## config.mk

```make
export PLATFORM = sky130hd
export DESIGN_NAME = rorr_front
export DESIGN_NICKNAME = d
export VERILOG_FILES = /design/src/rtl/rorr_pkg.sv /design/src/rtl/rorr_front.sv
export SDC_FILE = /design/constraint.sdc
export NUM_CORES = 2
export LEC_CHECK = 0
export BUFFER_PORTS_ARGS = -buffer_cell sky130_fd_sc_hd__buf_4
export CAP_MARGIN = 10
export CORE_ASPECT_RATIO = 0.8
export CORE_MARGIN = 4
export CORE_UTILIZATION = 45
export DETAILED_ROUTE_END_ITERATION = 8
export GPL_TIMING_DRIVEN = 0
export MAX_ROUTING_LAYER = met4
export PLACE_DENSITY = 0.64
export SYNTH_ARGS = -nofsm -noshare
export SYNTH_HDL_FRONTEND = slang
export SYNTH_SLANG_ARGS = --single-unit
export TNS_END_PERCENT = 30
```

## constraint.sdc

```tcl
create_clock -name clk -period 12.9 [get_ports clk]
set_clock_uncertainty 0.15 [all_clocks]
set_input_delay 1.29 -clock clk [delete_from_list [all_inputs] [get_ports clk]]
set_output_delay 1.29 -clock clk [all_outputs]
set_load 0.03 [all_outputs]
```

## src/rtl/rorr_pkg.sv

```systemverilog
// Shared constants, payload types and helpers for the refraction direction core.
// No dependencies; every other file takes names from here by scope.
`timescale 1ns / 1ps
`default_nettype none

package rorr_pkg;

  localparam int FRAC_BITS = 14;

  // refraction index register, unsigned Q3.12
  localparam int            IDX_W     = 15;
  localparam logic [14:0]   IDX_MIN   = 15'd4096;
  localparam logic [14:0]   IDX_MAX   = 15'd16384;
  localparam logic [14:0]   IDX_RESET = 15'd6144;
  localparam logic          ADDR_REFR = 1'b0;

  // eta, unsigned with 16 fraction bits
  localparam int ETA_W      = 19;
  localparam int ETAP_W     = 17;
  localparam int ETA_NUM_W  = 29;
  localparam int ETA_CNT_W  = $clog2(ETA_NUM_W);

  // square root unit
  localparam int RAD_W      = 40;
  localparam int ROOT_W     = RAD_W / 2;
  localparam int SQ_STEPS   = 4;
  localparam int SQ_STAGES  = ROOT_W / SQ_STEPS;

  // weight divider
  localparam int W_W        = 16;
  localparam int DV_STEPS   = 4;
  localparam int DV_STAGES  = W_W / DV_STEPS;
  localparam logic [16:0] DV_REM0 = 17'(64'd1 << (FRAC_BITS + 8 - W_W));

  typedef struct packed {
    logic signed [17:0] ix;
    logic signed [17:0] iy;
    logic signed [15:0] z;
    logic               tir;
  } side_t;

  typedef struct packed {
    side_t              side;
    logic [RAD_W-1:0]   rad;
  } sq_in_t;

  typedef struct packed {
    side_t              side;
    logic [ROOT_W-1:0]  root;
  } sq_out_t;

  typedef struct packed {
    logic signed [17:0] ix;
    logic signed [17:0] iy;
    logic signed [15:0] iz;
    logic               tir;
    logic [16:0]        az;
    logic               satw;
    logic [16:0]        rem;
    logic [W_W-1:0]     quo;
  } rcp_t;

  function automatic logic [14:0] clamp_index(input logic [14:0] v);
    logic [14:0] r;
    if (v < IDX_MIN) r = IDX_MIN;
    else if (v > IDX_MAX) r = IDX_MAX;
    else r = v;
    return r;
  endfunction

  function automatic logic signed [17:0] sat18(input logic signed [20:0] v);
    logic signed [17:0] r;
    if (v > 21'sd131071) r = 18'sd131071;
    else if (v < -21'sd131072) r = -18'sd131072;
    else r = v[17:0];
    return r;
  endfunction

  function automatic logic signed [15:0] sat16(input logic signed [20:0] v);
    logic signed [15:0] r;
    if (v > 21'sd32767) r = 16'sd32767;
    else if (v < -21'sd32768) r = -16'sd32768;
    else r = v[15:0];
    return r;
  endfunction

endpackage

`default_nettype wire

```

## src/rtl/rorr_front.sv

```systemverilog
// Front pipeline: eta select, z squared, eta squared, radicand and scaled x/y.
// Four stages with per-stage valid; uses rorr_pkg types and helpers.
`timescale 1ns / 1ps
`default_nettype none

module rorr_front (
  input  wire logic                          clk,
  input  wire logic                          rst_n,
  input  wire logic                          in_valid,
  output logic                               in_ready,
  input  wire logic signed [15:0]            x,
  input  wire logic signed [15:0]            y,
  input  wire logic signed [15:0]            z,
  input  wire logic [rorr_pkg::ETAP_W-1:0]   eta_pos,
  input  wire logic [rorr_pkg::IDX_W-1:0]    n,
  output logic                               out_valid,
  input  wire logic                          out_ready,
  output rorr_pkg::sq_in_t                   out_data
);

  logic v1_r, v2_r, v3_r, v4_r;
  logic rdy1, rdy2, rdy3, rdy4;

  // stage 1
  logic signed [15:0]            x1_r, y1_r, z1_r;
  logic [rorr_pkg::ETA_W-1:0]    eta1_r;
  logic [30:0]                   zsq1_r;
  // stage 2
  logic signed [17:0]            mx2_r, my2_r;
  logic signed [15:0]            z2_r;
  logic                          xn2_r, yn2_r, mneg2_r;
  logic [15:0]                   mabs2_r;
  logic [37:0]                   e2_2_r;
  logic [34:0]                   px2_r, py2_r;
  // stage 3
  logic signed [17:0]            ix3_r, iy3_r, mx3_r, my3_r;
  logic signed [15:0]            z3_r;
  logic                          mneg3_r;
  logic [53:0]                   prod3_r;
  // stage 4
  rorr_pkg::sq_in_t              d4_r;

  always_comb begin
    rdy4 = !v4_r || out_ready;
    rdy3 = !v3_r || rdy4;
    rdy2 = !v2_r || rdy3;
    rdy1 = !v1_r || rdy2;
  end
  assign in_ready = rdy1;

  always_ff @(posedge clk) begin
    if (!rst_n) begin
      v1_r <= 1'b0; v2_r <= 1'b0; v3_r <= 1'b0; v4_r <= 1'b0;
    end else begin
      if (rdy1) v1_r <= in_valid;
      if (rdy2) v2_r <= v1_r;
      if (rdy3) v3_r <= v2_r;
      if (rdy4) v4_r <= v3_r;
    end
  end

  // stage 1: pick eta by the side of z, square z
  logic signed [31:0] zsq_full;
  assign zsq_full = z * z;

  always_ff @(posedge clk) begin
    if (rdy1) begin
      x1_r   <= x;
      y1_r   <= y;
      z1_r   <= z;
      eta1_r <= z[15] ? {n, 4'b0000} : {2'b00, eta_pos};
      zsq1_r <= zsq_full[30:0];
    end
  end

  // stage 2: m = 1 - z^2, eta^2, eta*|x|, eta*|y|
  logic [31:0]        zr;
  logic [16:0]        zz;
  logic signed [17:0] m;
  logic [15:0]        xa, ya;
  logic signed [16:0] xe, ye;
  logic signed [17:0] x18, y18;

  always_comb begin
    zr  = {1'b0, zsq1_r} + 32'(64'd1 << (rorr_pkg::FRAC_BITS - 1));
    zz  = 17'(zr >> rorr_pkg::FRAC_BITS);
    m   = 18'(64'd1 << rorr_pkg::FRAC_BITS) - $signed({1'b0, zz});
    xe  = 17'(x1_r);
    ye  = 17'(y1_r);
    xa  = 16'(x1_r[15] ? -xe : xe);
    ya  = 16'(y1_r[15] ? -ye : ye);
    x18 = 18'(x1_r);
    y18 = 18'(y1_r);
  end

  always_ff @(posedge clk) begin
    if (rdy2) begin
      mx2_r   <= -x18;
      my2_r   <= -y18;
      z2_r    <= z1_r;
      xn2_r   <= x1_r[15];
      yn2_r   <= y1_r[15];
      mneg2_r <= m[17];
      mabs2_r <= 16'(m[17] ? -m : m);
      e2_2_r  <= eta1_r * eta1_r;
      px2_r   <= eta1_r * xa;
      py2_r   <= eta1_r * ya;
    end
  end

  // stage 3: eta^2 * |m|, round and saturate the scaled x and y
  logic [34:0]        rx, ry;
  logic [19:0]        qx, qy;
  logic signed [20:0] sx, sy;

  always_comb begin
    rx = px2_r + 35'd32768;
    ry = py2_r + 35'd32768;
    qx = 20'(rx >> 16);
    qy = 20'(ry >> 16);
    sx = xn2_r ? $signed({1'b0, qx}) : -$signed({1'b0, qx});
    sy = yn2_r ? $signed({1'b0, qy}) : -$signed({1'b0, qy});
  end

  always_ff @(posedge clk) begin
    if (rdy3) begin
      ix3_r   <= rorr_pkg::sat18(sx);
      iy3_r   <= rorr_pkg::sat18(sy);
      mx3_r   <= mx2_r;
      my3_r   <= my2_r;
      z3_r    <= z2_r;
      mneg3_r <= mneg2_r;
      prod3_r <= e2_2_r * mabs2_r;
    end
  end

  // stage 4: radicand, reflection test, pick mirror or refracted x/y
  logic [54:0]        pr;
  logic [21:0]        rmag;
  logic signed [23:0] re;
  logic signed [23:0] delta;
  logic               tir;

  always_comb begin
    pr    = {1'b0, prod3_r} + 55'(64'd1 << 31);
    rmag  = 22'(pr >> 32);
    re    = mneg3_r ? -$signed({2'b00, rmag}) : $signed({2'b00, rmag});
    delta = 24'(64'd1 << rorr_pkg::FRAC_BITS) - re;
    tir   = delta[23];
  end

  always_ff @(posedge clk) begin
    if (rdy4) begin
      d4_r.side.ix  <= tir ? mx3_r : ix3_r;
      d4_r.side.iy  <= tir ? my3_r : iy3_r;
      d4_r.side.z   <= z3_r;
      d4_r.side.tir <= tir;
      d4_r.rad      <= tir ? '0
                     : (rorr_pkg::RAD_W'($unsigned(delta)) << rorr_pkg::FRAC_BITS);
    end
  end

  assign out_valid = v4_r;
  assign out_data  = d4_r;

endmodule

`default_nettype wire

```

* Word level (Yosys, flattened, before mapping)
Index checks and enable logic that the tools add are counted.
Word-level totals: register bits 517, output and inout port bits 95, input bits 84
Operators by class: order comparisons 4, reduce and logical (&&, ||, !) cells 8, add/subtract/negate cells 14, mux-type cells 11, $mul 5
Operator list (count):
- 18-bit 2-to-1 mux | 4
- 35-bit by 16-bit adder with 35-bit output, second input constant | 2
- 19-bit by 16-bit multiplier with 35-bit output | 2
- 54-bit by 32-bit adder with 54-bit output, second input constant | 1
- 38-bit by 16-bit multiplier with 54-bit output | 1
- 16-bit 2-to-1 mux | 3
- 16-bit negator | 3
- 21-bit by 18-bit > comparator with 1-bit output, second input constant | 2
- 21-bit by 18-bit < comparator with 1-bit output, second input constant | 2
- 21-bit 2-to-1 mux | 2
- 19-bit negator with 21-bit output | 2
- 19-bit by 19-bit multiplier with 38-bit output | 1
- 16-bit negator with 18-bit output | 2
- 31-bit by 14-bit adder with 31-bit output, second input constant | 1
- 16-bit by 16-bit multiplier with 31-bit output | 1
- 24-bit 2-to-1 mux | 1
- 22-bit negator with 24-bit output | 1
- 15-bit by 24-bit subtractor with 24-bit output, first input constant | 1
- 15-bit by 17-bit subtractor with 18-bit output, first input constant | 1
- 17-bit 2-to-1 mux | 1
- 1-bit zero test | 4
- 1-bit logical OR | 4

* Longest topological paths before layout
depth in word-level cells 5, mapped depth 34, depth with buffers taken out 32

* Worst setup path before layout
No wires, ideal clock.
path type flip-flop to flip-flop, from register x1_r[0], to register px2_r[29], data pin, clock period less this slack 8.943 ns, slack 3.957 ns, required time 12.484 ns, cell stages (with the launch flop) 32, path buffers 2, arrival 8.527 ns, path through edfxtp_1 -> clkbuf_1 -> or3_1 -> or3_1 -> or3_1 -> or3_1 -> or3_1 -> or3_1 -> nor3_1 -> ha_1 -> clkbuf_1 -> nand2_1 -> fa_1 -> fa_1 -> inv_1 -> fa_1 -> fa_1 -> fa_1 -> inv_1 -> fa_1 -> inv_1 -> ha_1 -> a21o_1 -> a21o_1 -> a21oi_1 -> o21ai_0 -> a311oi_1 -> o31ai_1 -> a211oi_1 -> nor2_1 -> o41ai_1 -> xnor2_1
On the way: cells in the longest elaborated chain, start to end 3
RTL lines:
- from (decl) | RTL line rorr_front.sv:25 | logic signed [15:0] x1_r, y1_r, z1_r;
- from (signal assigned) | RTL line rorr_front.sv:68 | x1_r <= x;
- 16-bit negator | RTL line rorr_front.sv:90 | xa = 16'(x1_r[15] ? -xe : xe);
- 16-bit 2-to-1 mux * | RTL line rorr_front.sv:90
- 19-bit by 16-bit multiplier with 35-bit output * | RTL line rorr_front.sv:106 | px2_r <= eta1_r * xa;
- to (signal assigned) | RTL line rorr_front.sv:106
- to (decl) | RTL line rorr_front.sv:34 | logic [34:0] px2_r, py2_r;
Mark *: on every way between the ends. The rest lies on a longest branch, timed or not. A chain may end at the register's enable or synchronous reset.

* Final worst setup path
from register y1_r[0], to register py2_r[28], data pin
On the way: cells in the longest elaborated chain, start to end 3
RTL lines:
- from (decl) | RTL line rorr_front.sv:25
- from (signal assigned) | RTL line rorr_front.sv:69 | y1_r <= y;
- 16-bit negator | RTL line rorr_front.sv:91 | ya = 16'(y1_r[15] ? -ye : ye);
- 16-bit 2-to-1 mux * | RTL line rorr_front.sv:91
- 19-bit by 16-bit multiplier with 35-bit output * | RTL line rorr_front.sv:107 | py2_r <= eta1_r * ya;
- to (signal assigned) | RTL line rorr_front.sv:107
- to (decl) | RTL line rorr_front.sv:34
Marked as above.

==> impl_summary.md <==
Outcome
The run finished with clean final reports.

Logic synthesis
The library cell with the largest summed area after synthesis is fa_1. Ranked by total cell area, the synthesized netlist is headed by fa_1, edfxtp_1, ha_1, inv_1, nand2_1. Synthesis instantiated approximately 90 different standard cells from the library. Summed over its instances, the top area cell type makes up a little under 40% of the synthesized netlist area. Counting every instance in the synthesized netlist gives around 7500. The most common flop cell mapped by yosys is edfxtp_1. The average cell area after synthesis is just under 10 um2. The async set-reset flop share out of synthesis is 0%. During synthesis, Yosys emitted a total of 0 warnings.

The count of flip-flops with a built-in enable after synthesis is ~420. The count of state elements after synthesis is 425. The sequential area share after synthesis is between 15 and 20%.

The post-synthesis instance area is roughly 74000 um2.

Global route
The met2 routing resource usage after global routing is 39.3%. In this run the most used layer during global routing was met2. The initial antenna violation count is 6. Entering global routing, the biggest net connects a little over 80 pins.

For this run, global-route usage on met1 was measured as between 30% and 40%. The total overflow left after global routing is 0. The first global-routing pass estimated around 330 mm of wire. The global routing usage on met3 is roughly 5.6%. The number of global-route vias before repair was roughly 55000. The combined global-route utilization of all metal layers is between 20% and 30%.

Critical path
The startpoint of the most critical register-to-register path is y1_r[0]. STA classifies the critical path endpoint as a flop. Along the worst path, the maximum fanout reaches 10. Tracing the worst setup path back leads to its startpoint at y1_r[0]. The capture point of the worst reg-to-reg path is py2_r[28]. For flop-to-flop paths, the worst setup slack is between 1.5 and 2 ns. The delay of the slowest cell on the worst path is ~0.6 ns. The endpoint of the worst setup timing path is py2_r[28]. The required time of the critical path is approximately 13 ns. The largest individual stage delay along the critical path comes from the cell fa_1. The data arrival time of the critical path is between 10 and 15 ns.

The class of the most critical setup path is reg -> reg. The worst setup path is launched from a flop. The depth of the worst register-to-register path is 31.

Die
Measured along the x axis, the die boundary spans about 460 um. The floorplan step set the die height to approximately 370 um. between 150 and 200 I/O pins were placed. The floorplan has 132 rows.

The core region is approximately 160000 um2. The die covers between 150000 and 200000 um2. The initial standard-cell utilization of the core is a little under half.

Clocking
The clock passes through at most 3 buffers. The root buffer cell chosen for the clock tree is clkbuf_16. The number of levels in the clock H-tree is 2. After clock tree synthesis, the clock-pin slew on the worst setup and hold paths is 0.06 ns.

The clock tree from TritonCTS is yes. The clock latency reported for the late side of the worst-skew pair is between 0.6 and 0.7 ns. In this run, post-CTS hold repair placed 0 buffers.

The post-cts gate resize count is 0. The post-CTS setup buffer count is 0. The clock drives approximately 430 sinks.

Counting the buffers created by CTS gives 47.

STA
The number of failing hold endpoints at the final stage is 0. The worst-case headroom to the max-slew limit is under 10%. The count of pins over their slew limit is 0. The smallest clock period supported by the final layout is computed as ~11 ns. For the final routed database, the setup TNS stands at 0 ns. Setup repair after global routing left no endpoint under its margin. The upper clock frequency limit is 89.9 MHz.

Across all hold checks on the routed design, the worst slack comes to 0.263 ns. For the pin with the worst max-slew slack, the measured transition is approximately 1.3 ns. The worst path uses between 80% and 90% of the clock period. The final count of negative-setup-slack endpoints is 0.

Layout
Across the whole layout, storage elements account for roughly 13000 um2. The commonest non-fill, non-tap cell in the layout is inv_1. The layout-stage area growth over the synthesis result is 7.85%.

The area occupied by multi-input gates is between 50000 and 60000 um2. In the final layout, the share of cells above drive strength 1 is under 10%. After routing the design area is 79400 um2. The finished layout holds around 9900 standard cells, fillers aside. At the end of the flow, the number of nets in the layout was between 9000 and 10000. The top cell types in the final layout, fill and taps aside, are inv_1, fa_1, nand2_1, ha_1, and2_1. The layout has about 15000 filler cells.

Routing
The remaining antenna violation count after routing is 0. The average wire per standard cell is between 20 and 25 um. The DRC marker count from the first detailed-route iteration is 4159.

The total DRC errors in the routed layout is 0. For this run, the detailed router's first-pass iteration total came to 6. The count of vias placed by the detailed router is roughly 53000.

The post-detailed-route via-to-cell ratio is between 5 and 6. The total wirelength of the detailed-routed design is between 200 and 250 mm.

Placed design
Once placement completed, the tool counted placed cells totaling 9844. Buffers placed on the I/O ports in this run total approximately 160. The wire-length estimate of the detail-placed layout is between 150 and 200 mm. The instance area at placement is between 70000 and 80000 um2. Routability-driven placement finished with a final weighted congestion of 0.970.

Flow run
Across the run, the number of max-cap violations was 0.

Hold path
The type of the worst min-delay path is reg -> reg.
==> stage by stage <==
| stage | util [%] | worst slack, ns |
|---|---|---|
| 4_1_cts | 48.9 | 1.88 |
| 3_5_place_dp | 48.0 | 1.94 |
| 2_1_floorplan | - | 3.96 |
| 5_1_grt | 48.9 | 1.39 |
| 6_report | 48.9 | 1.77 |
| 3_3_place_gp | 47.8 | 1.96 |
==> how the worst min path moves through the flow <==
stage	end	start	slack, ns	depth (start not counted)
2_1_floorplan	mneg3_r	mneg2_r	0.25	0
3_3_place_gp	mx3_r[16]	mx2_r[16]	0.25	0
3_5_place_dp	mx3_r[3]	mx2_r[3]	0.25	0
4_1_cts	z2_r[8]	z1_r[8]	0.26	0
5_1_grt	z2_r[8]	z1_r[8]	0.26	0
6_report	z2_r[8]	z1_r[8]	0.26	0
==> final cells by class <==
cell class | instances | share of cell area, %
multi-input cells | 5118 | 67.4
inverters | 1658 | 7.85
flip-flops and latches | 425 | 16.0
repair buffers | 173 | 1.74
plain buffers | 327 | 1.67
clock buffers | 58 | 1.53
diodes | 3 | 0.00946
clock inverters | 28 | 0.424
well taps | 2144 | 3.38
==> state kept, by name, indices dropped and copies added (netlist names), 16 cells and up <==
register  count
mabs2_r      16
z3_r         16
my3_r        18
x1_r         16
py2_r        20
z2_r         16
iy3_r        18
my2_r        18
out_data     76
mx2_r        18
prod3_r      23
zsq1_r       18
y1_r         16
px2_r        20
e2_2_r       37
z1_r         16
ix3_r        18
eta1_r       19
mx3_r        18
==> cells in the mapped netlist, types with 9 or more instances <==
| master | count |
|---|---|
| a2111oi_0 | 9 |
| a211oi_1 | 19 |
| a21o_1 | 54 |
| a21oi_1 | 123 |
| a31oi_1 | 26 |
| and2_1 | 494 |
| and3_1 | 33 |
| and4_1 | 20 |
| buf_2 | 9 |
| buf_4 | 20 |
| clkbuf_1 | 289 |
| edfxtp_1 | 421 |
| fa_1 | 1441 |
| ha_1 | 556 |
| inv_1 | 1652 |
| mux2_1 | 28 |
| mux2_2 | 17 |
| mux2i_1 | 13 |
| nand2_1 | 1048 |
| nand2b_1 | 24 |
| nand3_1 | 67 |
| nand4_1 | 36 |
| nor2_1 | 252 |
| nor2b_1 | 41 |
| nor3_1 | 66 |
| nor4_1 | 20 |
| o211ai_1 | 14 |
| o21a_1 | 23 |
| o21ai_0 | 93 |
| o21ai_1 | 9 |
| o21bai_1 | 18 |
| o31ai_1 | 17 |
| or2_2 | 15 |
| or3_1 | 36 |
| or4_1 | 12 |
| xnor2_1 | 213 |
| xor2_1 | 126 |
==> per-layer routing <==
layer | wire [um] | part of all wire (%)
met3 | 19000 | 9.1
met5 | 0 | 0
met1 | 90300 | 43
met2 | 93700 | 45
met4 | 5600 | 2.7
==> worst max-delay path: cells and delay by family (launching register included) <==
family                   cells  cell delay (ns)
AND/OR/NAND/NOR              9             3.07
XOR/XNOR                     1             0.16
buffers and inverters        7             1.91
adder cells (fa/ha/maj)      8             3.55
flip-flops                   1             0.52
AO/OA/AOI/OAI                6             1.50
==> kinds of logic after synthesis <==
group | count (synthesis) | share of synthesized area (%)
simple gates | 2187 | 14.1
fa+ha+maj | 1998 | 48.7
buf+inv | 1985 | 10.3
compound gates | 506 | 4.61
flops | 425 | 17.3
xor+xnor | 339 | 4.03
mux | 66 | 1.03
other cells | 2 | 0.0102
Power is left out: the tool's default activity adds up to more than one toggle a clock period on the data nets, which glitch-free logic cannot reach.
