File: src/rtl/rorr_pkg.sv
// Shared constants, payload types and helpers for the refraction direction core.
// No dependencies; every other file takes names from here by scope.
`timescale 1ns / 1ps
`default_nettype none

package rorr_pkg;

  localparam int FRAC_BITS = 14;

  // refraction index register, unsigned Q3.12
  localparam int            IDX_W     = 15;
  localparam logic [14:0]   IDX_MIN   = 15'd4096;
  localparam logic [14:0]   IDX_MAX   = 15'd16384;
  localparam logic [14:0]   IDX_RESET = 15'd6144;
  localparam logic          ADDR_REFR = 1'b0;

  // eta, unsigned with 16 fraction bits
  localparam int ETA_W      = 19;
  localparam int ETAP_W     = 17;
  localparam int ETA_NUM_W  = 29;
  localparam int ETA_CNT_W  = $clog2(ETA_NUM_W);

  // square root unit
  localparam int RAD_W      = 40;
  localparam int ROOT_W     = RAD_W / 2;
  localparam int SQ_STEPS   = 4;
  localparam int SQ_STAGES  = ROOT_W / SQ_STEPS;

  // weight divider
  localparam int W_W        = 16;
  localparam int DV_STEPS   = 4;
  localparam int DV_STAGES  = W_W / DV_STEPS;
  localparam logic [16:0] DV_REM0 = 17'(64'd1 << (FRAC_BITS + 8 - W_W));

  typedef struct packed {
    logic signed [17:0] ix;
    logic signed [17:0] iy;
    logic signed [15:0] z;
    logic               tir;
  } side_t;

  typedef struct packed {
    side_t              side;
    logic [RAD_W-1:0]   rad;
  } sq_in_t;

  typedef struct packed {
    side_t              side;
    logic [ROOT_W-1:0]  root;
  } sq_out_t;

  typedef struct packed {
    logic signed [17:0] ix;
    logic signed [17:0] iy;
    logic signed [15:0] iz;
    logic               tir;
    logic [16:0]        az;
    logic               satw;
    logic [16:0]        rem;
    logic [W_W-1:0]     quo;
  } rcp_t;

  function automatic logic [14:0] clamp_index(input logic [14:0] v);
    logic [14:0] r;
    if (v < IDX_MIN) r = IDX_MIN;
    else if (v > IDX_MAX) r = IDX_MAX;
    else r = v;
    return r;
  endfunction

  function automatic logic signed [17:0] sat18(input logic signed [20:0] v);
    logic signed [17:0] r;
    if (v > 21'sd131071) r = 18'sd131071;
    else if (v < -21'sd131072) r = -18'sd131072;
    else r = v[17:0];
    return r;
  endfunction

  function automatic logic signed [15:0] sat16(input logic signed [20:0] v);
    logic signed [15:0] r;
    if (v > 21'sd32767) r = 16'sd32767;
    else if (v < -21'sd32768) r = -16'sd32768;
    else r = v[15:0];
    return r;
  endfunction

endpackage

`default_nettype wire

File: src/rtl/rorr_recip.sv
// Output pipeline: signed and saturated z, then 2^(F+8)/|z| by staged division.
// Last stage is the result register; uses rorr_pkg.
`timescale 1ns / 1ps
`default_nettype none

module rorr_recip (
  input  wire logic               clk,
  input  wire logic               rst_n,
  input  wire logic               in_valid,
  output logic                    in_ready,
  input  wire rorr_pkg::sq_out_t  in_data,
  output logic                    out_valid,
  input  wire logic               out_ready,
  output logic signed [17:0]      res_ix,
  output logic signed [17:0]      res_iy,
  output logic signed [15:0]      res_iz,
  output logic                    res_tir,
  output logic [rorr_pkg::W_W-1:0] res_weight
);

  localparam int NS = rorr_pkg::DV_STAGES + 1;

  logic            v_r [NS];
  logic            rdy [NS];
  rorr_pkg::rcp_t  st_r [NS];
  rorr_pkg::rcp_t  st_c [NS];

  always_comb begin
    for (int s = NS - 1; s >= 0; s--) begin
      if (s == NS - 1) rdy[s] = !v_r[s] || out_ready;
      else             rdy[s] = !v_r[s] || rdy[s+1];
    end
  end
  assign in_ready = rdy[0];

  always_comb begin
    logic signed [20:0] se;
    logic signed [15:0] iz;
    logic signed [16:0] ize;
    logic [16:0]        az;
    logic [16:0]        tr;
    rorr_pkg::rcp_t     c;
    // first stage: in_z and its magnitude
    se  = $signed({1'b0, in_data.root});
    iz  = in_data.side.tir ? in_data.side.z
        : rorr_pkg::sat16(in_data.side.z[15] ? se : -se);
    ize = 17'(iz);
    az  = 17'(iz[15] ? -ize : ize);
    c.ix   = in_data.side.ix;
    c.iy   = in_data.side.iy;
    c.iz   = iz;
    c.tir  = in_data.side.tir;
    c.az   = az;
    c.satw = az <= rorr_pkg::DV_REM0;
    c.rem  = rorr_pkg::DV_REM0;
    c.quo  = '0;
    st_c[0] = c;
    // later stages: a few quotient bits each
    for (int s = 1; s < NS; s++) begin
      c = st_r[s-1];
      for (int i = 0; i < rorr_pkg::DV_STEPS; i++) begin
        tr = {c.rem[15:0], 1'b0};
        if (tr >= c.az) begin
          c.rem = tr - c.az;
          c.quo = {c.quo[rorr_pkg::W_W-2:0], 1'b1};
        end else begin
          c.rem = tr;
          c.quo = {c.quo[rorr_pkg::W_W-2:0], 1'b0};
        end
      end
      st_c[s] = c;
    end
  end

  always_ff @(posedge clk) begin
    if (!rst_n) begin
      for (int s = 0; s < NS; s++) v_r[s] <= 1'b0;
    end else begin
      for (int s = 0; s < NS; s++) begin
        if (rdy[s]) v_r[s] <= (s == 0) ? in_valid : v_r[s-1];
      end
    end
  end

  always_ff @(posedge clk) begin
    for (int s = 0; s < NS; s++) begin
      if (rdy[s]) st_r[s] <= st_c[s];
    end
  end

  assign out_valid  = v_r[NS-1];
  assign res_ix     = st_r[NS-1].ix;
  assign res_iy     = st_r[NS-1].iy;
  assign res_iz     = st_r[NS-1].iz;
  assign res_tir    = st_r[NS-1].tir;
  assign res_weight = st_r[NS-1].satw ? '1 : st_r[NS-1].quo;

endmodule

`default_nettype wire

File: config.mk
export PLATFORM = sky130hd
export DESIGN_NAME = rorr_recip
export DESIGN_NICKNAME = d
export VERILOG_FILES = /design/src/rtl/rorr_pkg.sv /design/src/rtl/rorr_recip.sv
export SDC_FILE = /design/constraint.sdc
export NUM_CORES = 1
export LEC_CHECK = 0
export ABC_CLOCK_PERIOD_IN_PS = 10900
export BUFFER_PORTS_ARGS = -buffer_cell sky130_fd_sc_hd__buf_2
export CAP_MARGIN = 20
export CORE_UTILIZATION = 30
export DETAILED_ROUTE_END_ITERATION = 16
export PLACE_DENSITY = 0.55
export SKIP_CTS_REPAIR_TIMING = 1
export SLEW_MARGIN = 5
export SYNTH_ARGS = -nofsm -noshare
export SYNTH_HDL_FRONTEND = slang
export SYNTH_SLANG_ARGS = --single-unit
File: constraint.sdc
create_clock -name clk -period 10.9 [get_ports clk]
set_clock_uncertainty 0.05 [all_clocks]
set_input_delay 0.545 -clock clk [delete_from_list [all_inputs] [get_ports clk]]
set_output_delay 0.545 -clock clk [all_outputs]
set_load 0.02 [all_outputs]
# Word-level counts from Yosys, hierarchy flattened
# Memories as Yosys holds them, arrays and structs flattened.
# Index checks and enable logic that the tools add are counted.
[totals] register_bits=0 mem_bits_rw=525 in_bits=77 out_inout_bits=71 n_memories=2
[memory_table] memory="st_r" words=5 word_bits=104 read_ports=5 rd_clocked_by_memory_dff=0 write_ports=5 line="rorr_recip.sv:25" text="rorr_pkg::rcp_t st_r [NS];"
[memory_table] memory="v_r" words=5 word_bits=1 read_ports=5 rd_clocked_by_memory_dff=0 write_ports=5 line="rorr_recip.sv:23" text="logic v_r [NS];"
[classes] addsub=18 magnitude_cmp=19 mux=48 bitwise=5 n_reduce_logical=10
[ops] cell="two-way mux 32 bit" count=12
[ops] cell=">= comparator 17 bit" count=16
[ops] cell="subtractor 16 bit" count=12
[ops] cell="two-way mux 33 bit" count=4
[ops] cell="subtractor 17 bit" count=4
[ops] cell="two-way mux 16 bit" count=4
[ops] cell="two-way mux 1 bit" count=26
[ops] cell="greater-than comparator 21 x 16 -> 1 bit, second input constant" count=1
[ops] cell="less-than comparator 21 x 16 -> 1 bit, second input constant" count=1
[ops] cell="two-way mux 21 bit" count=1
[ops] cell="negation 20 -> 21 bit" count=1
[ops] cell="<= comparator 17 x 7 -> 1 bit, second input constant" count=1
[ops] cell="two-way mux 17 bit" count=1
[ops] cell="negation 16 -> 17 bit" count=1
[ops] cell="logical NOT 1 bit" count=5
[ops] cell="logical OR 1 bit" count=5
[ops] cell="bitwise OR 1 bit" count=5

# Logic depth before layout (Yosys ltp)
# Gate-level depths: netlist of run 1.
# An unclocked memory read counts as a cell.
[logic_depth] ltp_word=11 depth_mapped=46 mapped_depth_nobuf=42

# Worst setup path after synthesis of run 1
# OpenSTA, ideal clock, no wires.
[synth_timing] path_type="register -> register" from="memory st_r[0][52] (netlist name)" to="memory st_r[0][127] (netlist name) (data pin)" setup_ns=0.260 t_arrival_ns=10.029 setup_slack_ns=0.561 stages_incl_launch_ff=45 path_buffers=7 period_less_slack_ns=10.339 cell_sequence="edfxtp_1 > clkbuf_1 > inv_1 > ha_1 > nand4_1 > nor2_1 > o21ai_1 > clkbuf_1 > nor2_1 > ha_1 > nor2b_1 > o21ai_0 > a21boi_0 > o41ai_1 > o21ai_0 > a31oi_1 > a21o_1 > a21oi_1 > [9 not listed] > o311ai_0 > a31oi_1 > o41a_1 > clkbuf_1 > clkbuf_1 > clkbuf_1 > and2_1 > ha_1 > nor2b_1 > o21ai_0 > a21oi_1 > o41ai_1 > o21ai_0 > o41a_1 > a41oi_1 > a31oi_1 > clkbuf_1 > mux2_2"
[synth_lines] item="start: declaration" line="rorr_recip.sv:25"

==> metrics.log, run 1 <==
INFO  metric grt_start_max_net_pins = 76
INFO  metric synthToLayoutAreaGrowth = 13.0%
INFO  metric detailed_place_hpwl = 52200 µm
INFO  metric mostFrequentLayoutCells = 427 x edfxtp_1, 247 x ha_1, 200 x nor2_1
INFO  metric cp_data_arrival_time = 10.43 ns
INFO  metric vias_per_cell = 4.99
INFO  metric status = finished clean
INFO  metric critical_path_data_required_time = 11.20 ns
INFO  metric cts_made_buffers = 46
INFO  metric finalHoldViolCount = 0
INFO  metric route.detailed.wl_per_inst = 17.7 µm
INFO  metric critical_path.max_fanout = 25
INFO  metric syn_nets = 2843
INFO  metric track_usage = 0.144
INFO  metric vias_in_the_first_global_route = 18458
INFO  metric ys_warn_count = 0
INFO  metric tritoncts = done
INFO  metric area.sequential = 12800 µm²
INFO  metric cts-root-to-sink-buffers = 3
INFO  metric synth_seq_area_share = 0.463
INFO  metric initial_antenna_violation_count = 4
INFO  metric core_area = 91500 µm²
INFO  metric layout.cells.most_common = edfxtp_1
INFO  metric critical_path.most_common_cell = o21ai_0
INFO  metric postSynth.topFlopCell = edfxtp_1
INFO  metric number_of_drc_violations_after_detailed_routing = 0
INFO  metric setup.worst_path.start_class = flop
INFO  metric drt_pre_antenna_iters = 5
INFO  metric syn_area_per_cell = 11.0 µm²
INFO  metric global_route.overflow_total = 0
INFO  metric tritoncts_num_sinks = 427
INFO  metric max_slew_vio_count = 0
INFO  metric detail_route.iter0.violations = 1162
INFO  metric post_synth_inst_count = 2516
INFO  metric hold_ws = 0.0710 ns
INFO  metric fmax = 0.0987 GHz
INFO  metric drive_gt1_frac = 0.177
INFO  metric hp-class = in2reg
INFO  metric slew_headroom = 0.315
INFO  metric critical_path.max_stage_delay = 0.46 ns
INFO  metric slowest_stage = edfxtp_1
INFO  metric ant_nets = 0
INFO  metric worst-slew-pin-transition = 1.03 ns
INFO  metric std_cell_rows = 111
INFO  metric synth-edff-count = 427
INFO  metric worstSkewPairLatency = 0.59 ns
INFO  metric dieWidth = 306 µm
INFO  metric die_h = 306 µm
INFO  metric wire_length_of_the_first_global_routing_pass = 105000 µm
INFO  metric pin_count = 148
INFO  metric ys_async_sr_fraction = 0
INFO  metric multi_input_comb_area = 13900 µm²
INFO  metric synthesis_stage_register_bit_count = 427
INFO  metric setup-violations-final = 0
INFO  metric critPathKind = reg2reg
INFO  metric routed-via-count = 19365
INFO  metric wirelength = 68700 µm
INFO  metric cts.clk_slew.worst_paths = 0.07 ns
INFO  metric rsz0062_at_grt = false
INFO  metric end_kind = flop
INFO  metric final_nets = 2989
INFO  metric synth.cell_area = 27700 µm²
INFO  metric io_buffer_count = 147
INFO  metric drv_cap = 0
INFO  metric cts_max_level = 2
INFO  metric fin_setup_tns = 0 ns
INFO  metric period_share = 0.930
INFO  metric fillers = 9081
INFO  metric synth_cell_types = 82
INFO  metric starting_density_of_the_core = 0.303
INFO  metric min_period = 10.14 ns
INFO  metric dieArea = 93600 µm²
INFO  metric clock_tree.root_cell = clkbuf_16
INFO  metric place.gp.congestion = 0.880
==> cells in the mapped netlist (all sizes together) (63+ instances only) <==
master	instances	area, µm²
nand2	111	417
a21o	73	549
xnor2	140	1230
mux2	143	1610
ha	247	3090
edfxtp	427	12800
a21oi	161	817
nor2	200	751
xor2	63	552
o21ai	126	631
inv	150	563
nor3	63	315
==> layout make-up <==
class                           count  area share
Tap cell                         1186      0.0474
Timing Repair Buffer              191      0.0347
Sequential cell                   427       0.410
Clock buffer                       52      0.0375
Clock inverter                     28     0.00807
Inverter                          152      0.0187
Multi-Input combinational cell   1844       0.444
Antenna cell                        1   0.0000799
==> kinds of logic after synthesis <==
kind of cell             synth area share
adder cells (fa/ha/maj)             0.114
AO/OA/AOI/OAI                       0.135
other                            0.000135
AND/OR/NAND/NOR                     0.118
flip-flops                          0.463
XOR/XNOR                           0.0642
buffers and inverters              0.0409
multiplexers                       0.0655
==> sequential cells by signal, indices dropped and copies added (netlist names) <==
name	count
v_r	5
st_r	422
==> routing by layer <==
metal / wire length [µm] / GRT usage
met1: 32000 / 0.193
met2: 32800 / 0.245
met3: 2540 / 0.0164
met4: 1400 / 0.0365
met5: 0 / 0
==> critical path, delay by kind of cell, from the launching register on <==
kind | cells | cell delay, ns
flip-flops | 1 | 0.46
adder cells (fa/ha/maj) | 4 | 1.15
multiplexers | 1 | 0.28
AND/OR/NAND/NOR | 6 | 0.67
AO/OA/AOI/OAI | 28 | 6.46
buffers and inverters | 4 | 0.80
==> worst paths after layout <==
path | depth (start not counted) | slack [ns] | startpoint | end
worst max register to register | 43 | 0.76 | st_r[0][347] | st_r[0][416]
worst min-delay path | 1 | 0.07 | in_data[64] | st_r[0][95]
worst max-delay path | 43 | 0.76 | st_r[0][347] | st_r[0][416]
worst min register to register | 0 | 0.35 | st_r[0][345] | st_r[0][449]
==> stage by stage <==
stage / worst slack, ns / area (µm²) / utilization / std cells
2_1_floorplan: 0.561 / 27700 / - / 2516
3_3_place_gp: 0.340 / 29700 / 0.325 / 3798
4_1_cts: 0.298 / 31200 / 0.341 / 3878
5_1_grt: 0.0353 / 31300 / 0.342 / 3881
6_report: 0.765 / 31300 / 0.342 / 3881
3_5_place_dp: 0.296 / 29700 / 0.325 / 3798
Power of run 1 is left out: the tool's default activity adds up to more than one toggle a clock period on the data nets, which glitch-free logic cannot reach.
==> run 2: changes to the inputs <==
Settings changed: CTS_BUF_LIST set to sky130_fd_sc_hd__clkbuf_8.
==> run 2 against run 1 <==
Compared with the run above: via count grew 0.99%; cell count rose by 1.9%; worst hold slack improved by 0.0076 ns; critical path depth unchanged; die area is the same; sequential cell count did not move; core utilization rose by 0.23 points.
==> metrics.log, run 2 (same netlist as run 1, synthesis figures left out) <==
INFO  metric dieArea = 93600 µm² (unchanged)
INFO  metric worst-slew-pin-transition = 1.04 ns (+0.0158 ns)
INFO  metric drive_gt1_frac = 0.180 (+0.00348)
INFO  metric max_slew_vio_count = 0 (unchanged)
INFO  metric hold-path-endpoint = st_r[0][87]
INFO  metric rsz0062_at_grt = false
INFO  metric fillers = 9091 (+0.11%)
INFO  metric holdPathStages = 1 (unchanged)
INFO  metric placed_area = 29700 µm² (unchanged)
INFO  metric drv_cap = 0 (unchanged)
INFO  metric cts_max_level = 3 (+1)
INFO  metric vias_in_the_first_global_route = 18735 (+1.5%)
INFO  metric worst_r2r_endpoint = st_r[0][416]
INFO  metric final.setup.worst_slack = 0.734 ns (-0.0309 ns)
INFO  metric period_share = 0.933 (+0.00283)
INFO  metric fmax = 0.0984 GHz (-0.30%)
INFO  metric cts.clk_slew.worst_paths = 0.06 ns (about the same)
INFO  metric drt_pre_antenna_iters = 5 (unchanged)
INFO  metric place.gp.congestion = 0.880 (unchanged)
INFO  metric tritoncts = done
INFO  metric track_usage = 0.145 (+0.00159)
INFO  metric setup-violations-final = 0 (unchanged)
INFO  metric slowest_stage = edfxtp_1
INFO  metric largest_reg_flops = 422 (unchanged)
INFO  metric global_route.overflow_total = 0 (unchanged)
INFO  metric regMostFlops = st_r
INFO  metric mostFrequentLayoutCells = 427 x edfxtp_1, 247 x ha_1, 200 x nor2_1
INFO  metric reg2reg_slack = 0.73 ns (-0.03 ns)
INFO  metric end_kind = flop
INFO  metric starting_density_of_the_core = 0.303 (unchanged)
INFO  metric critical_path_data_required_time = 11.24 ns (+0.04 ns)
INFO  metric detailedPlace.worstSlack = 0.296 ns (unchanged)
INFO  metric fin_setup_tns = 0 ns (unchanged)
INFO  metric final_nets = 3049 (+2.0%)
INFO  metric critical_path.max_fanout = 25 (unchanged)
INFO  metric detailed_place_hpwl = 52200 µm (unchanged)
INFO  metric wire_length_of_the_first_global_routing_pass = 106000 µm (+0.72%)
INFO  metric routed-via-count = 19557 (+0.99%)
INFO  metric initial_antenna_violation_count = 4 (unchanged)
INFO  metric min_period = 10.17 ns (+0.0309 ns)
INFO  metric slew_headroom = 0.305 (-0.0106)
INFO  metric pin_count = 148 (unchanged)
INFO  metric layout_cells_excl_fill = 3953 (+1.9%)
INFO  metric finalHoldViolCount = 0 (unchanged)
INFO  metric io_buffer_count = 147 (unchanged)
INFO  metric tritoncts_num_sinks = 427 (unchanged)
INFO  metric layout.cells.most_common = edfxtp_1
INFO  metric ant_nets = 0 (unchanged)
INFO  metric critPathTopFamily = compound AO/OA/AOI/OAI gates
INFO  metric critical_path.max_stage_delay = 0.45 ns (about the same)
INFO  metric area.sequential = 12800 µm² (unchanged)
INFO  metric die_h = 306 µm (unchanged)
INFO  metric detail_route.iter0.violations = 1106 (-4.8%)
INFO  metric synthToLayoutAreaGrowth = 13.7%
INFO  metric core_area = 91500 µm² (unchanged)
INFO  metric wirelength = 69400 µm (+1.1%)
INFO  metric design_area = 31500 µm² (+0.68%)
INFO  metric critical_path.n_buffers_inverters = 4 (unchanged)
INFO  metric status = finished clean
INFO  metric multi_input_comb_area = 13900 µm² (unchanged)
INFO  metric cp_data_arrival_time = 10.51 ns (+0.08 ns)
INFO  metric vias_per_cell = 4.95 (-0.85%)
INFO  metric timing.hold.worst.start = in_data[56]
INFO  metric cts-root-to-sink-buffers = 3 (unchanged)
INFO  metric critical_path.most_common_cell = o21ai_0
INFO  metric hp-class = in2reg
INFO  metric dp_cells = 3798 (unchanged)
INFO  metric worstSkewPairLatency = 0.65 ns (+0.06 ns)
INFO  metric number_of_drc_violations_after_detailed_routing = 0 (unchanged)
INFO  metric critical_path.reg2reg.startpoint = st_r[0][347]
INFO  metric reg2regPathDepth = 43 (unchanged)
INFO  metric cts_made_buffers = 72 (+57%)
INFO  metric std_cell_rows = 111 (unchanged)
INFO  metric clock_tree.root_cell = clkbuf_8
INFO  metric top_regs = st_r: 422 flops, v_r: 5 flops
INFO  metric dieWidth = 306 µm (unchanged)
INFO  metric setup.worst_path.start_class = flop
INFO  metric route.detailed.wl_per_inst = 17.6 µm (-0.71%)
INFO  metric grt_start_max_net_pins = 76 (unchanged)
INFO  metric critPathKind = reg2reg
[run 2: changes by cell type in the layout (fill, tap and decap cells not counted), moves of 3 or more]
cell and delta:
dlygate4sd3_1 +34, clkbuf_1 -6, clkinv_2 -3, clkbuf_16 -46, clkinv_16 -3, inv_6 -3
clkbuf_8 +73, inv_1 +19
[run 2: worst max path at each step]
stage | cells after the start | endpoint | startpoint
global route | 42 | st_r[0][416] | st_r[0][347]
floorplan | 44 | st_r[0][127] | st_r[0][52]
finish | 43 | st_r[0][416] | st_r[0][347]
detailed placement | 42 | st_r[0][416] | st_r[0][347]
CTS | 42 | st_r[0][416] | st_r[0][347]
global placement | 42 | st_r[0][416] | st_r[0][347]
[run 2: metal layers]
| layer | wire length, µm | vias up | track usage |
|---|---|---|---|
| met1 | 32000 | 9325 | 0.191 |
| li1 | - | 9779 | - |
| met4 | 1220 | 0 | 0.0395 |
| met2 | 33200 | 373 | 0.247 |
| met3 | 2980 | 80 | 0.0219 |
| met5 | 0 | - | 0 |
[run 2: area by class of cell]
cell class              count  area share
clock inverters            43     0.00921
multi-input cells        1844       0.441
clock buffers              73      0.0319
inverters                 152      0.0185
repair buffers            225      0.0453
flip-flops and latches    427       0.407
well taps                1186      0.0471
diodes                      3    0.000238
[run 2: per-stage QoR]
stage | utilization | hold slack [ns]
global route | 0.344 | 0.0227
global placement | 0.325 | 0.350
finish | 0.344 | 0.0786
floorplan | - | 0.350
detailed placement | 0.325 | 0.355
CTS | 0.339 | -0.0583
Power of run 2 is left out for the same reason.
