### config.mk
export PLATFORM = sky130hd
export DESIGN_NAME = rorr_sqrt
export DESIGN_NICKNAME = d
export VERILOG_FILES = /design/src/rtl/rorr_pkg.sv /design/src/rtl/rorr_sqrt.sv
export SDC_FILE = /design/constraint.sdc
export NUM_CORES = 1
export LEC_CHECK = 0
export BUFFER_PORTS_ARGS = -buffer_cell sky130_fd_sc_hd__buf_2
export CORE_MARGIN = 2
export CORE_UTILIZATION = 60
export DETAILED_ROUTE_END_ITERATION = 16
export PLACE_DENSITY = 0.85
export SLEW_MARGIN = 20
export SYNTH_ARGS = -nofsm -noshare
export SYNTH_HDL_FRONTEND = slang
export SYNTH_SLANG_ARGS = --single-unit
### constraint.sdc
create_clock -name clk -period 25.1 [get_ports clk]
set_input_delay 3.765 -clock clk [delete_from_list [all_inputs] [get_ports clk]]
set_output_delay 3.765 -clock clk [all_outputs]
set_load 0.01 [all_outputs]
### src/rtl/rorr_pkg.sv
// Shared constants, payload types and helpers for the refraction direction core.
// No dependencies; every other file takes names from here by scope.
`timescale 1ns / 1ps
`default_nettype none

package rorr_pkg;

  localparam int FRAC_BITS = 14;

  // refraction index register, unsigned Q3.12
  localparam int            IDX_W     = 15;
  localparam logic [14:0]   IDX_MIN   = 15'd4096;
  localparam logic [14:0]   IDX_MAX   = 15'd16384;
  localparam logic [14:0]   IDX_RESET = 15'd6144;
  localparam logic          ADDR_REFR = 1'b0;

  // eta, unsigned with 16 fraction bits
  localparam int ETA_W      = 19;
  localparam int ETAP_W     = 17;
  localparam int ETA_NUM_W  = 29;
  localparam int ETA_CNT_W  = $clog2(ETA_NUM_W);

  // square root unit
  localparam int RAD_W      = 40;
  localparam int ROOT_W     = RAD_W / 2;
  localparam int SQ_STEPS   = 4;
  localparam int SQ_STAGES  = ROOT_W / SQ_STEPS;

  // weight divider
  localparam int W_W        = 16;
  localparam int DV_STEPS   = 4;
  localparam int DV_STAGES  = W_W / DV_STEPS;
  localparam logic [16:0] DV_REM0 = 17'(64'd1 << (FRAC_BITS + 8 - W_W));

  typedef struct packed {
    logic signed [17:0] ix;
    logic signed [17:0] iy;
    logic signed [15:0] z;
    logic               tir;
  } side_t;

  typedef struct packed {
    side_t              side;
    logic [RAD_W-1:0]   rad;
  } sq_in_t;

  typedef struct packed {
    side_t              side;
    logic [ROOT_W-1:0]  root;
  } sq_out_t;

  typedef struct packed {
    logic signed [17:0] ix;
    logic signed [17:0] iy;
    logic signed [15:0] iz;
    logic               tir;
    logic [16:0]        az;
    logic               satw;
    logic [16:0]        rem;
    logic [W_W-1:0]     quo;
  } rcp_t;

  function automatic logic [14:0] clamp_index(input logic [14:0] v);
    logic [14:0] r;
    if (v < IDX_MIN) r = IDX_MIN;
    else if (v > IDX_MAX) r = IDX_MAX;
    else r = v;
    return r;
  endfunction

  function automatic logic signed [17:0] sat18(input logic signed [20:0] v);
    logic signed [17:0] r;
    if (v > 21'sd131071) r = 18'sd131071;
    else if (v < -21'sd131072) r = -18'sd131072;
    else r = v[17:0];
    return r;
  endfunction

  function automatic logic signed [15:0] sat16(input logic signed [20:0] v);
    logic signed [15:0] r;
    if (v > 21'sd32767) r = 16'sd32767;
    else if (v < -21'sd32768) r = -16'sd32768;
    else r = v[15:0];
    return r;
  endfunction

endpackage

`default_nettype wire

### src/rtl/rorr_sqrt.sv
// Pipelined digit-by-digit integer square root, a few root bits per stage.
// Carries the side payload alongside; uses rorr_pkg.
`timescale 1ns / 1ps
`default_nettype none

module rorr_sqrt (
  input  wire logic               clk,
  input  wire logic               rst_n,
  input  wire logic               in_valid,
  output logic                    in_ready,
  input  wire rorr_pkg::sq_in_t   in_data,
  output logic                    out_valid,
  input  wire logic               out_ready,
  output rorr_pkg::sq_out_t       out_data
);

  localparam int NS = rorr_pkg::SQ_STAGES;
  localparam int RW = rorr_pkg::ROOT_W;
  localparam int DW = rorr_pkg::RAD_W;

  logic                  v_r    [NS];
  logic                  rdy    [NS];
  logic [23:0]           rem_r  [NS];
  logic [RW-1:0]         root_r [NS];
  logic [DW-1:0]         rad_r  [NS];
  rorr_pkg::side_t       side_r [NS];

  logic [23:0]           rem_c  [NS];
  logic [RW-1:0]         root_c [NS];
  logic [DW-1:0]         rad_c  [NS];

  always_comb begin
    for (int s = NS - 1; s >= 0; s--) begin
      if (s == NS - 1) rdy[s] = !v_r[s] || out_ready;
      else             rdy[s] = !v_r[s] || rdy[s+1];
    end
  end
  assign in_ready = rdy[0];

  always_comb begin
    logic [23:0]   rm;
    logic [RW-1:0] rt;
    logic [DW-1:0] rd;
    logic [23:0]   tr;
    for (int s = 0; s < NS; s++) begin
      if (s == 0) begin
        rm = '0;
        rt = '0;
        rd = in_data.rad;
      end else begin
        rm = rem_r[s-1];
        rt = root_r[s-1];
        rd = rad_r[s-1];
      end
      for (int i = 0; i < rorr_pkg::SQ_STEPS; i++) begin
        rm = {rm[21:0], rd[DW-1:DW-2]};
        rd = {rd[DW-3:0], 2'b00};
        tr = 24'({rt, 2'b01});
        if (rm >= tr) begin
          rm = rm - tr;
          rt = {rt[RW-2:0], 1'b1};
        end else begin
          rt = {rt[RW-2:0], 1'b0};
        end
      end
      rem_c[s]  = rm;
      root_c[s] = rt;
      rad_c[s]  = rd;
    end
  end

  always_ff @(posedge clk) begin
    if (!rst_n) begin
      for (int s = 0; s < NS; s++) v_r[s] <= 1'b0;
    end else begin
      for (int s = 0; s < NS; s++) begin
        if (rdy[s]) v_r[s] <= (s == 0) ? in_valid : v_r[s-1];
      end
    end
  end

  always_ff @(posedge clk) begin
    for (int s = 0; s < NS; s++) begin
      if (rdy[s]) begin
        rem_r[s]  <= rem_c[s];
        root_r[s] <= root_c[s];
        rad_r[s]  <= rad_c[s];
        side_r[s] <= (s == 0) ? in_data.side : side_r[s-1];
      end
    end
  end

  assign out_valid     = v_r[NS-1];
  assign out_data.side = side_r[NS-1];
  assign out_data.root = root_r[NS-1];

endmodule

`default_nettype wire

# Yosys cells after proc, flatten, opt, wreduce, memory -nomap -nowiden
# Memories as Yosys holds them, arrays and structs flattened.
# Index checks and enable logic that the tools add are counted.
# op_classes
add_sub_neg,20
n_lt_le_gt_ge,20
muxes,66
bitwise,5
reduce_logical,10
# ops
operator,count
24-bit by 22-bit >= comparator with 1-bit output,16
22-bit two-way mux,15
22-bit subtractor,12
24-bit two-way mux,5
24-bit by 22-bit subtractor with 24-bit output,4
1-bit two-way mux,46
24-bit by 3-bit >= comparator with 1-bit output,1
24-bit by 4-bit >= comparator with 1-bit output,1
24-bit by 5-bit >= comparator with 1-bit output,1
24-bit by 5-bit subtractor with 24-bit output,1
22-bit by 3-bit subtractor with 22-bit output,1
22-bit by 4-bit subtractor with 22-bit output,1
1-bit logical NOT,5
1-bit logical OR,5
1-bit bitwise OR,5
2-bit by 1-bit subtractor with 3-bit output (second input constant),1
2-bit by 1-bit >= comparator with 1-bit output (second input constant),1
# totals
ff_bits,0
ram_bits,650
in_bits,97
output_inout_bits,75
word_cells,126
n_memories,5
# mem_list
memory,words,word_bits,read_ports,rd_ports_with_merged_regs,write_ports,line,source
side_r,5,53,5,0,5,rorr_sqrt.sv:26,rorr_pkg::side_t side_r [NS];
rad_r,5,32,4,0,5,rorr_sqrt.sv:25,logic [DW-1:0] rad_r [NS];
rem_r,5,24,4,0,5,rorr_sqrt.sv:23,logic [23:0] rem_r [NS];
root_r,5,20,5,0,5,rorr_sqrt.sv:24,logic [RW-1:0] root_r [NS];
v_r,5,1,5,0,5,rorr_sqrt.sv:21,logic v_r [NS];

# Logic depth before layout (Yosys ltp)
# Gate-level depths: netlist (run 1).
# An unclocked memory read counts as a cell.
# depth
ltp_word,11
mapped_depth,63
depth_no_buf,58

# Least setup slack after synthesis (run 1)
# No wires, ideal clock.
# synth_path
kind,register to register
startpoint,memory root_r[0][63] (netlist bit)
endpoint,memory root_r[0][80] (netlist bit) (data pin)
arrival_ns,10.727
required_ns,24.825
path_slack_ns,14.098
stages_incl_launch_ff,63
path_buffers,6
period_less_slack_ns,11.002
path_cell_list,edfxtp_1 inv_1 ha_1 a21o_1 a21o_1 a21o_1 o211ai_1 a21oi_1 o21ai_0 nand2_1 inv_1 clkbuf_1 clkbuf_1 o21ai_0 ha_1 a21oi_1 o21bai_1 a21o_1 [27 not listed] nand3_1 clkbuf_1 buf_1 a21oi_1 ha_1 a21o_1 a21oi_1 nor2b_1 o21ai_0 nand2b_1 a21oi_1 nor2b_1 o21ai_0 a21boi_0 a2111oi_0 nand2_1 o21ai_0 o2111ai_1
# synth_rtl
item,line
from (decl),rorr_sqrt.sv:24

==> results.md, run 1 <==
- CTS hold repair buffers: 0
- Seq/Total Area, Yosys: 45.95%
- GRT Total Usage: 29.18%
- Worst VDD drop: 0.07226 mV
- Avg Vias per Cell: 6.293
- Post-Syn Area: 0.03254 mm²
- DRT iter0 DRCs: 2523
- Slew at the pin with the worst max-slew slack: 1.030 ns
- DR vias: 25.03k
- WP buf/inv: 4
- Die width: approximately 240 µm
- P_leak: 14.92 nW
- Router iterations before antenna repair: 6
- Full die area: 0.05612 mm²
- Count of final hold-check violations: 0
- # port buffers: 171
- CP Launch Point: root_r[0][60]
- Outcome: complete, no violations
- Setup CP Type: reg2reg
- Data arrival, critical path: 14.14 ns
- Initial antenna violation count: 4
- Setup Buffers After CTS: 0
- Root buffer cell: clkbuf_16
- Tcrit/Tclk final: 55.01%
- RSZ-0062 raised after global routing: no
- Post-synth EDFFs: 498
- Placeable Area: around 0.054 mm²
- Pin count of the biggest net entering global routing: 74
- Element type at the critical path end: flop
- Nets: ~3.6k
- Mapped Cells: 3126
- Core Rows: 85
- Ys flop type: edfxtp_1
- Pins Over Slew Limit: 0
- Die extent in y: 236.9 µm
- Commonest cells after routing, fill and taps aside: 498 x edfxtp_1, 248 x a21oi_1, 242 x nor2_1
- Clk_lat worst skew: 0.62 ns
- Antenna violation net count after detailed routing: 0
- Area growth, synth to finish: 8.627%
- Post-route DRC violation count: 0
- Worst R2R Start: root_r[0][60]
- Total grt overflow: 0
- Yosys reg bits: about 500
- Fmax: 72.43 MHz
- Delay-heaviest family, CP: compound AO/OA/AOI/OAI gates
- Max transition margin: 30.79%
- Min-delay src: side_r[0][168]
- Max Cap Violations: 0
- Routed WL: 82.67 mm
- Final setup viols: 0
- Setup slack at placement: roughly 12 ns
- H-tree Lvls: 2
- Most frequent CP cell: a21o_1
- Clock transition at path regs: 0.07 ns
- Num CTS Buffers: 51
- Pwr dens: 96.17 mW/mm²
- Max incr delay on CP: 0.82 ns
- Fin crit period: 13.81 ns
- Ys Warns: 0
- Commonest non-fill, non-tap cell in the layout: edfxtp_1
- Distinct cells, synth: 111
- Worst setup slack after layout: approximately 11 ns
- Startpoint Class: flop
- Number of global-route vias before repair: 23.63k
- Ports: 172
- Wire per inst: 20.78 µm
- Hold Path Class: reg2reg
- Post-CTS sizing: 0
- RD Place Congestion: 0.9702
- Slowest-stage cell, CP: inv_1
- Async SR Flop Fraction: 0%
- Fraction of layout instances using a drive strength above 1: 11.20%
- Worst Skew: 0.04213 ns
- Initial Util: 60.59%
- First-pass GRT wire length: 129.9 mm
- Max FO, Critical Path: 31
- Deepest clock path buffer count: 3
- Final core area utilization: 65.82%
- Crit path required time: ~25 ns
- Synthesized area per cell: approximately 10 µm²
- Setup TNS: 0 ns
- Dpl hpwl: 61.08 mm
- # clock sinks: ~500
- CTS tree: done
==> per-stage QoR <==
| stage | instance area [µm²] | cells | total power, W | hold slack (ns) |
|---|---|---|---|---|
| after floorplan | 32550 | 3127 | 0.002263 | 0.4003 |
| after global placement | 33670 | 3882 | 0.002570 | 0.4002 |
| final | 35350 | 3978 | 0.003400 | 0.3958 |
| after detailed placement | 33670 | 3882 | 0.002602 | 0.4045 |
| after global routing | 35350 | 3978 | 0.003589 | 0.4115 |
| after CTS | 35340 | 3974 | 0.003373 | 0.4001 |
==> cell usage after synthesis (9+ instances only) <==
library cell  count  area, µm²
a211o_1          14      122.6
a211oi_1         26      195.2
a21boi_0         13      97.59
a21o_1           98      735.7
a21oi_1         248       1241
a31oi_1          29      181.4
and2_1           23      143.9
and3_1           38      237.7
buf_4            59      442.9
clkbuf_1         46      172.7
edfxtp_1        498      14950
ha_1            229       2865
inv_1           145      544.3
mux2_1           10      112.6
mux2_2           28      315.3
mux2i_1          29      290.3
nand2_1         234      878.3
nand2b_1         45      281.5
nand3_1          87      435.4
nand3b_1         10      75.07
nand4_1          48      300.3
nor2_1          242      908.4
nor2b_1          30      187.7
nor3_1           64      320.3
nor3b_1           9      67.56
nor4_1           28      175.2
o211ai_1         28      210.2
o21a_1           37      277.8
o21ai_0         137      685.7
o21ai_1          11      55.05
o21bai_1         22      165.2
o31a_1           10      87.58
o31ai_1          23      172.7
or2_2            20      125.1
or3_1            34      212.7
or4_1            13      97.59
xnor2_1         171       1498
xor2_1           89      779.5
==> power breakdown <==
part / switching, W / internal (W)
sequential: 0.0000751 / 0.00104
clock: 0.000327 / 0.000436
combinational: 0.000924 / 0.000600
==> cell type report <==
type / instances / area, µm²
diodes: 4 / 10.01
clock buffers: 65 / 1350
clock inverters: 27 / 316.6
fillers: 4040 / 18360
inverters: 155 / 588.1
multi-input cells: 2351 / 16320
flip-flops and latches: 498 / 14950
well taps: 696 / 870.8
repair buffers: 182 / 938.4
==> logic make-up after synthesis <==
family	synth area share [%]
and+or+nand+nor	15.57
AOI/OAI and AO/OA	16.46
DFF	45.95
buffers and inverters	3.998
xor gates and xnor gates	6.997
adders and majority gates	8.804
muxes	2.207
other	0.01152
==> routing by layer <==
metal	share of wire (%)	wire (µm)	global-route usage (%)	vias up
met5	0	0	0	-
met4	2.4	2010	7.748	0
met3	7.4	6152	3.812	146
met2	48	39580	48.92	1049
met1	42	34930	40.15	11924
li1	-	-	-	11914
==> state kept, by name, indices dropped and copies added (netlist names) <==
name,count
rad_r,80
rem_r,88
root_r,60
side_r,265
v_r,5
==> worst paths after layout <==
check	endpoint	slack, ns	cells past startpoint
worst max register to register	root_r[0][80]	11.29	57
worst min register to register	side_r[0][221]	0.40	0
worst max-delay path	root_r[0][80]	11.29	57
worst min-delay path	side_r[0][221]	0.40	0
Power figures use the tool's default switching activity.
==> inputs of run 2 (changes only) <==
==> constraint.sdc (replaced) <==
create_clock -name clk -period 13.95 [get_ports clk]
set_input_delay 2.0925 -clock clk [delete_from_list [all_inputs] [get_ports clk]]
set_output_delay 2.0925 -clock clk [all_outputs]
set_load 0.01 [all_outputs]
==> run 2 against run 1 <==
  * Clock power increased by 83%
  * First-iteration DRC count increased by 3.0%
  * Global-route usage decreased by 0.13 points
  * Clock skew decreased by 0.013 ns
  * Critical path type unchanged
  * Largest power group unchanged
==> results.md, run 2 (synthesis gave the netlist of run 1 again) <==
- CP Capture Point: root_r[0][80] (unchanged)
- Worst r2r path cells: 58 (was 57)
- Router iterations before antenna repair: 7 (was 6)
- Startpoint Class: flop (unchanged)
- Max transition margin: 31.74% (was 30.79%)
- Worst VDD drop: 0.1044 mV (was 0.07226 mV)
- Hold Path Class: reg2reg (unchanged)
- Number of global-route vias before repair: 23.57k (was 23.63k)
- Pwr dens: 174.1 mW/mm² (was 96.17 mW/mm²)
- Max Cap Violations: 0 (unchanged)
- Clk_lat worst skew: 0.62 ns (about the same)
- Total power draw: 0.006165 W (was 0.003400 W)
- # port buffers: 171 (unchanged)
- Most frequent CP cell: a21o_1 (unchanged)
- Commonest cells after routing, fill and taps aside: 498 x edfxtp_1, 248 x a21oi_1, 242 x nor2_1 (unchanged)
- Ports: 172 (unchanged)
- Outcome: complete, no violations (unchanged)
- DR vias: 24.94k (was 25.03k)
- Dpl hpwl: 61.31 mm (was 61.08 mm)
- P_leak: 14.94 nW (was 14.92 nW)
- Reg2reg setup slack: 1.08 ns (was 11.29 ns)
- Final setup viols: 0 (unchanged)
- CTS tree: done (unchanged)
- Clock transition at path regs: 0.07 ns (about the same)
- Area growth, synth to finish: 8.823% (was 8.627%)
- FF-to-FF End: root_r[0][80] (unchanged)
- Largest register FFs: 265 (unchanged)
- Top Registers: side_r: 265 flops, rem_r: 88 flops, rad_r: 80 flops (unchanged)
- Routed WL: 82.44 mm (was 82.67 mm)
- Placeable Area: 0.05371 mm² (unchanged)
- Core Rows: 85 (unchanged)
- Fmax: 77.67 MHz (was 72.43 MHz)
- DRT iter0 DRCs: 2598 (was 2523)
- Initial antenna violation count: 1 (was 4)
- Tcrit/Tclk final: 92.29% (was 55.01%)
- RD Place Congestion: 0.9441 (was 0.9702)
- Antenna violation net count after detailed routing: 0 (unchanged)
- Worst setup slack after layout: 1.075 ns (was 11.29 ns)
- Worst hold slack: 0.4081 ns (was 0.3958 ns)
- CTS hold repair buffers: 0 (unchanged)
- Crit path required time: 14.28 ns (was 25.43 ns)
- CP Launch Point: root_r[0][63] (was root_r[0][60])
- Final core area utilization: 65.94% (was 65.82%)
- Pin count of the biggest net entering global routing: 73 (was 74)
- First-pass GRT wire length: 129.0 mm (was 129.9 mm)
- Post-CTS sizing: 0 (unchanged)
- Deepest clock path buffer count: 3 (unchanged)
- Avg Vias per Cell: 6.264 (was 6.293)
- Data arrival, critical path: 13.20 ns (was 14.14 ns)
- Setup Buffers After CTS: 0 (unchanged)
- Worst R2R Start: root_r[0][63] (was root_r[0][60])
- H-tree Lvls: 2 (unchanged)
- Slowest-stage cell, CP: a2111oi_0 (was inv_1)
- Max FO, Critical Path: 17 (was 31)
- Die extent in y: 236.9 µm (unchanged)
- Initial Util: 60.59% (unchanged)
- Num CTS Buffers: 51 (unchanged)
- Total grt overflow: 0 (unchanged)
- Nets: 3567 (was 3565)
- Count of final hold-check violations: 0 (unchanged)
- Die width: 236.9 µm (unchanged)
- Setup CP Type: reg2reg (unchanged)
- Setup TNS: 0 ns (unchanged)
- Setup slack at placement: 1.078 ns (was 11.92 ns)
- Reg with most FFs: side_r (unchanged)
- Pins Over Slew Limit: 0 (unchanged)
- RSZ-0062 raised after global routing: no (unchanged)
- Full die area: 0.05612 mm² (unchanged)
- GRT Total Usage: 29.05% (was 29.18%)
- Root buffer cell: clkbuf_16 (unchanged)
- Worst Skew: 0.02937 ns (was 0.04213 ns)
- Post-route DRC violation count: 0 (unchanged)
- Fin crit period: 12.87 ns (was 13.81 ns)
- Element type at the critical path end: flop (unchanged)
- Commonest non-fill, non-tap cell in the layout: edfxtp_1 (unchanged)
- # clock sinks: 498 (unchanged)
- Slew at the pin with the worst max-slew slack: 1.024 ns (was 1.030 ns)
- Max incr delay on CP: 0.58 ns (was 0.82 ns)
- Wire per inst: 20.71 µm (was 20.78 µm)
- Fraction of layout instances using a drive strength above 1: 11.33% (was 11.20%)
[run 2: changes by cell type in the layout (fill, tap and decap cells not counted), moves of 2 or more]
cell      before  now
inv_6          2    0
clkbuf_1      13    9
clkinv_1       7   14
clkinv_4       1    6
inv_8          3    1
diode_2        4    1
[run 2: metrics by stage]
stage / area [µm²] / std cells
5_1_grt: 35410 / 3980
3_3_place_gp: 33680 / 3883
3_5_place_dp: 33680 / 3883
2_1_floorplan: 32550 / 3127
6_report: 35420 / 3981
4_1_cts: 35400 / 3979
[run 2: final cells by class]
cell class              instances  area, µm²
well taps                     696      870.8
repair buffers                183      945.9
clock inverters                35      384.1
clock buffers                  61       1335
flip-flops and latches        498      14950
multi-input cells            2351      16330
diodes                          1      2.502
inverters                     155      591.8
repair inverters                1      5.005
fillers                      4047      18290
[run 2: layer usage]
metal	track usage (%)	share of wire (%)
met5	0	0
met3	3.777	7.1
met4	8.611	3.0
met2	48.03	47
met1	40.23	43
[run 2: where the power goes]
part           internal, W  leakage, nW  switching, W
Combinational      0.00108         8.95       0.00167
Clock             0.000803        0.831      0.000601
Sequential         0.00187         5.16      0.000140
Total              0.00375         14.9       0.00241
[run 2: worst min path at each step]
stage,from,endpoint,slack [ns],depth (start not counted)
2_1_floorplan,rad_r[0][80],rad_r[0][120],0.40,0
3_3_place_gp,side_r[0][69],side_r[0][122],0.40,0
3_5_place_dp,rad_r[0][50],rad_r[0][90],0.40,0
4_1_cts,side_r[0][70],side_r[0][123],0.41,0
5_1_grt,side_r[0][70],side_r[0][123],0.41,0
6_report,side_r[0][208],side_r[0][261],0.41,0
[run 2: worst max-delay path, delay by kind of cell, from the launching register on]
| family | cells | cell delay, ns |
|---|---|---|
| AOI/OAI and AO/OA | 36 | 7.07 |
| and+or+nand+nor | 14 | 2.34 |
| adders and majority gates | 4 | 1.44 |
| buffers and inverters | 4 | 1.29 |
| DFF | 1 | 0.37 |
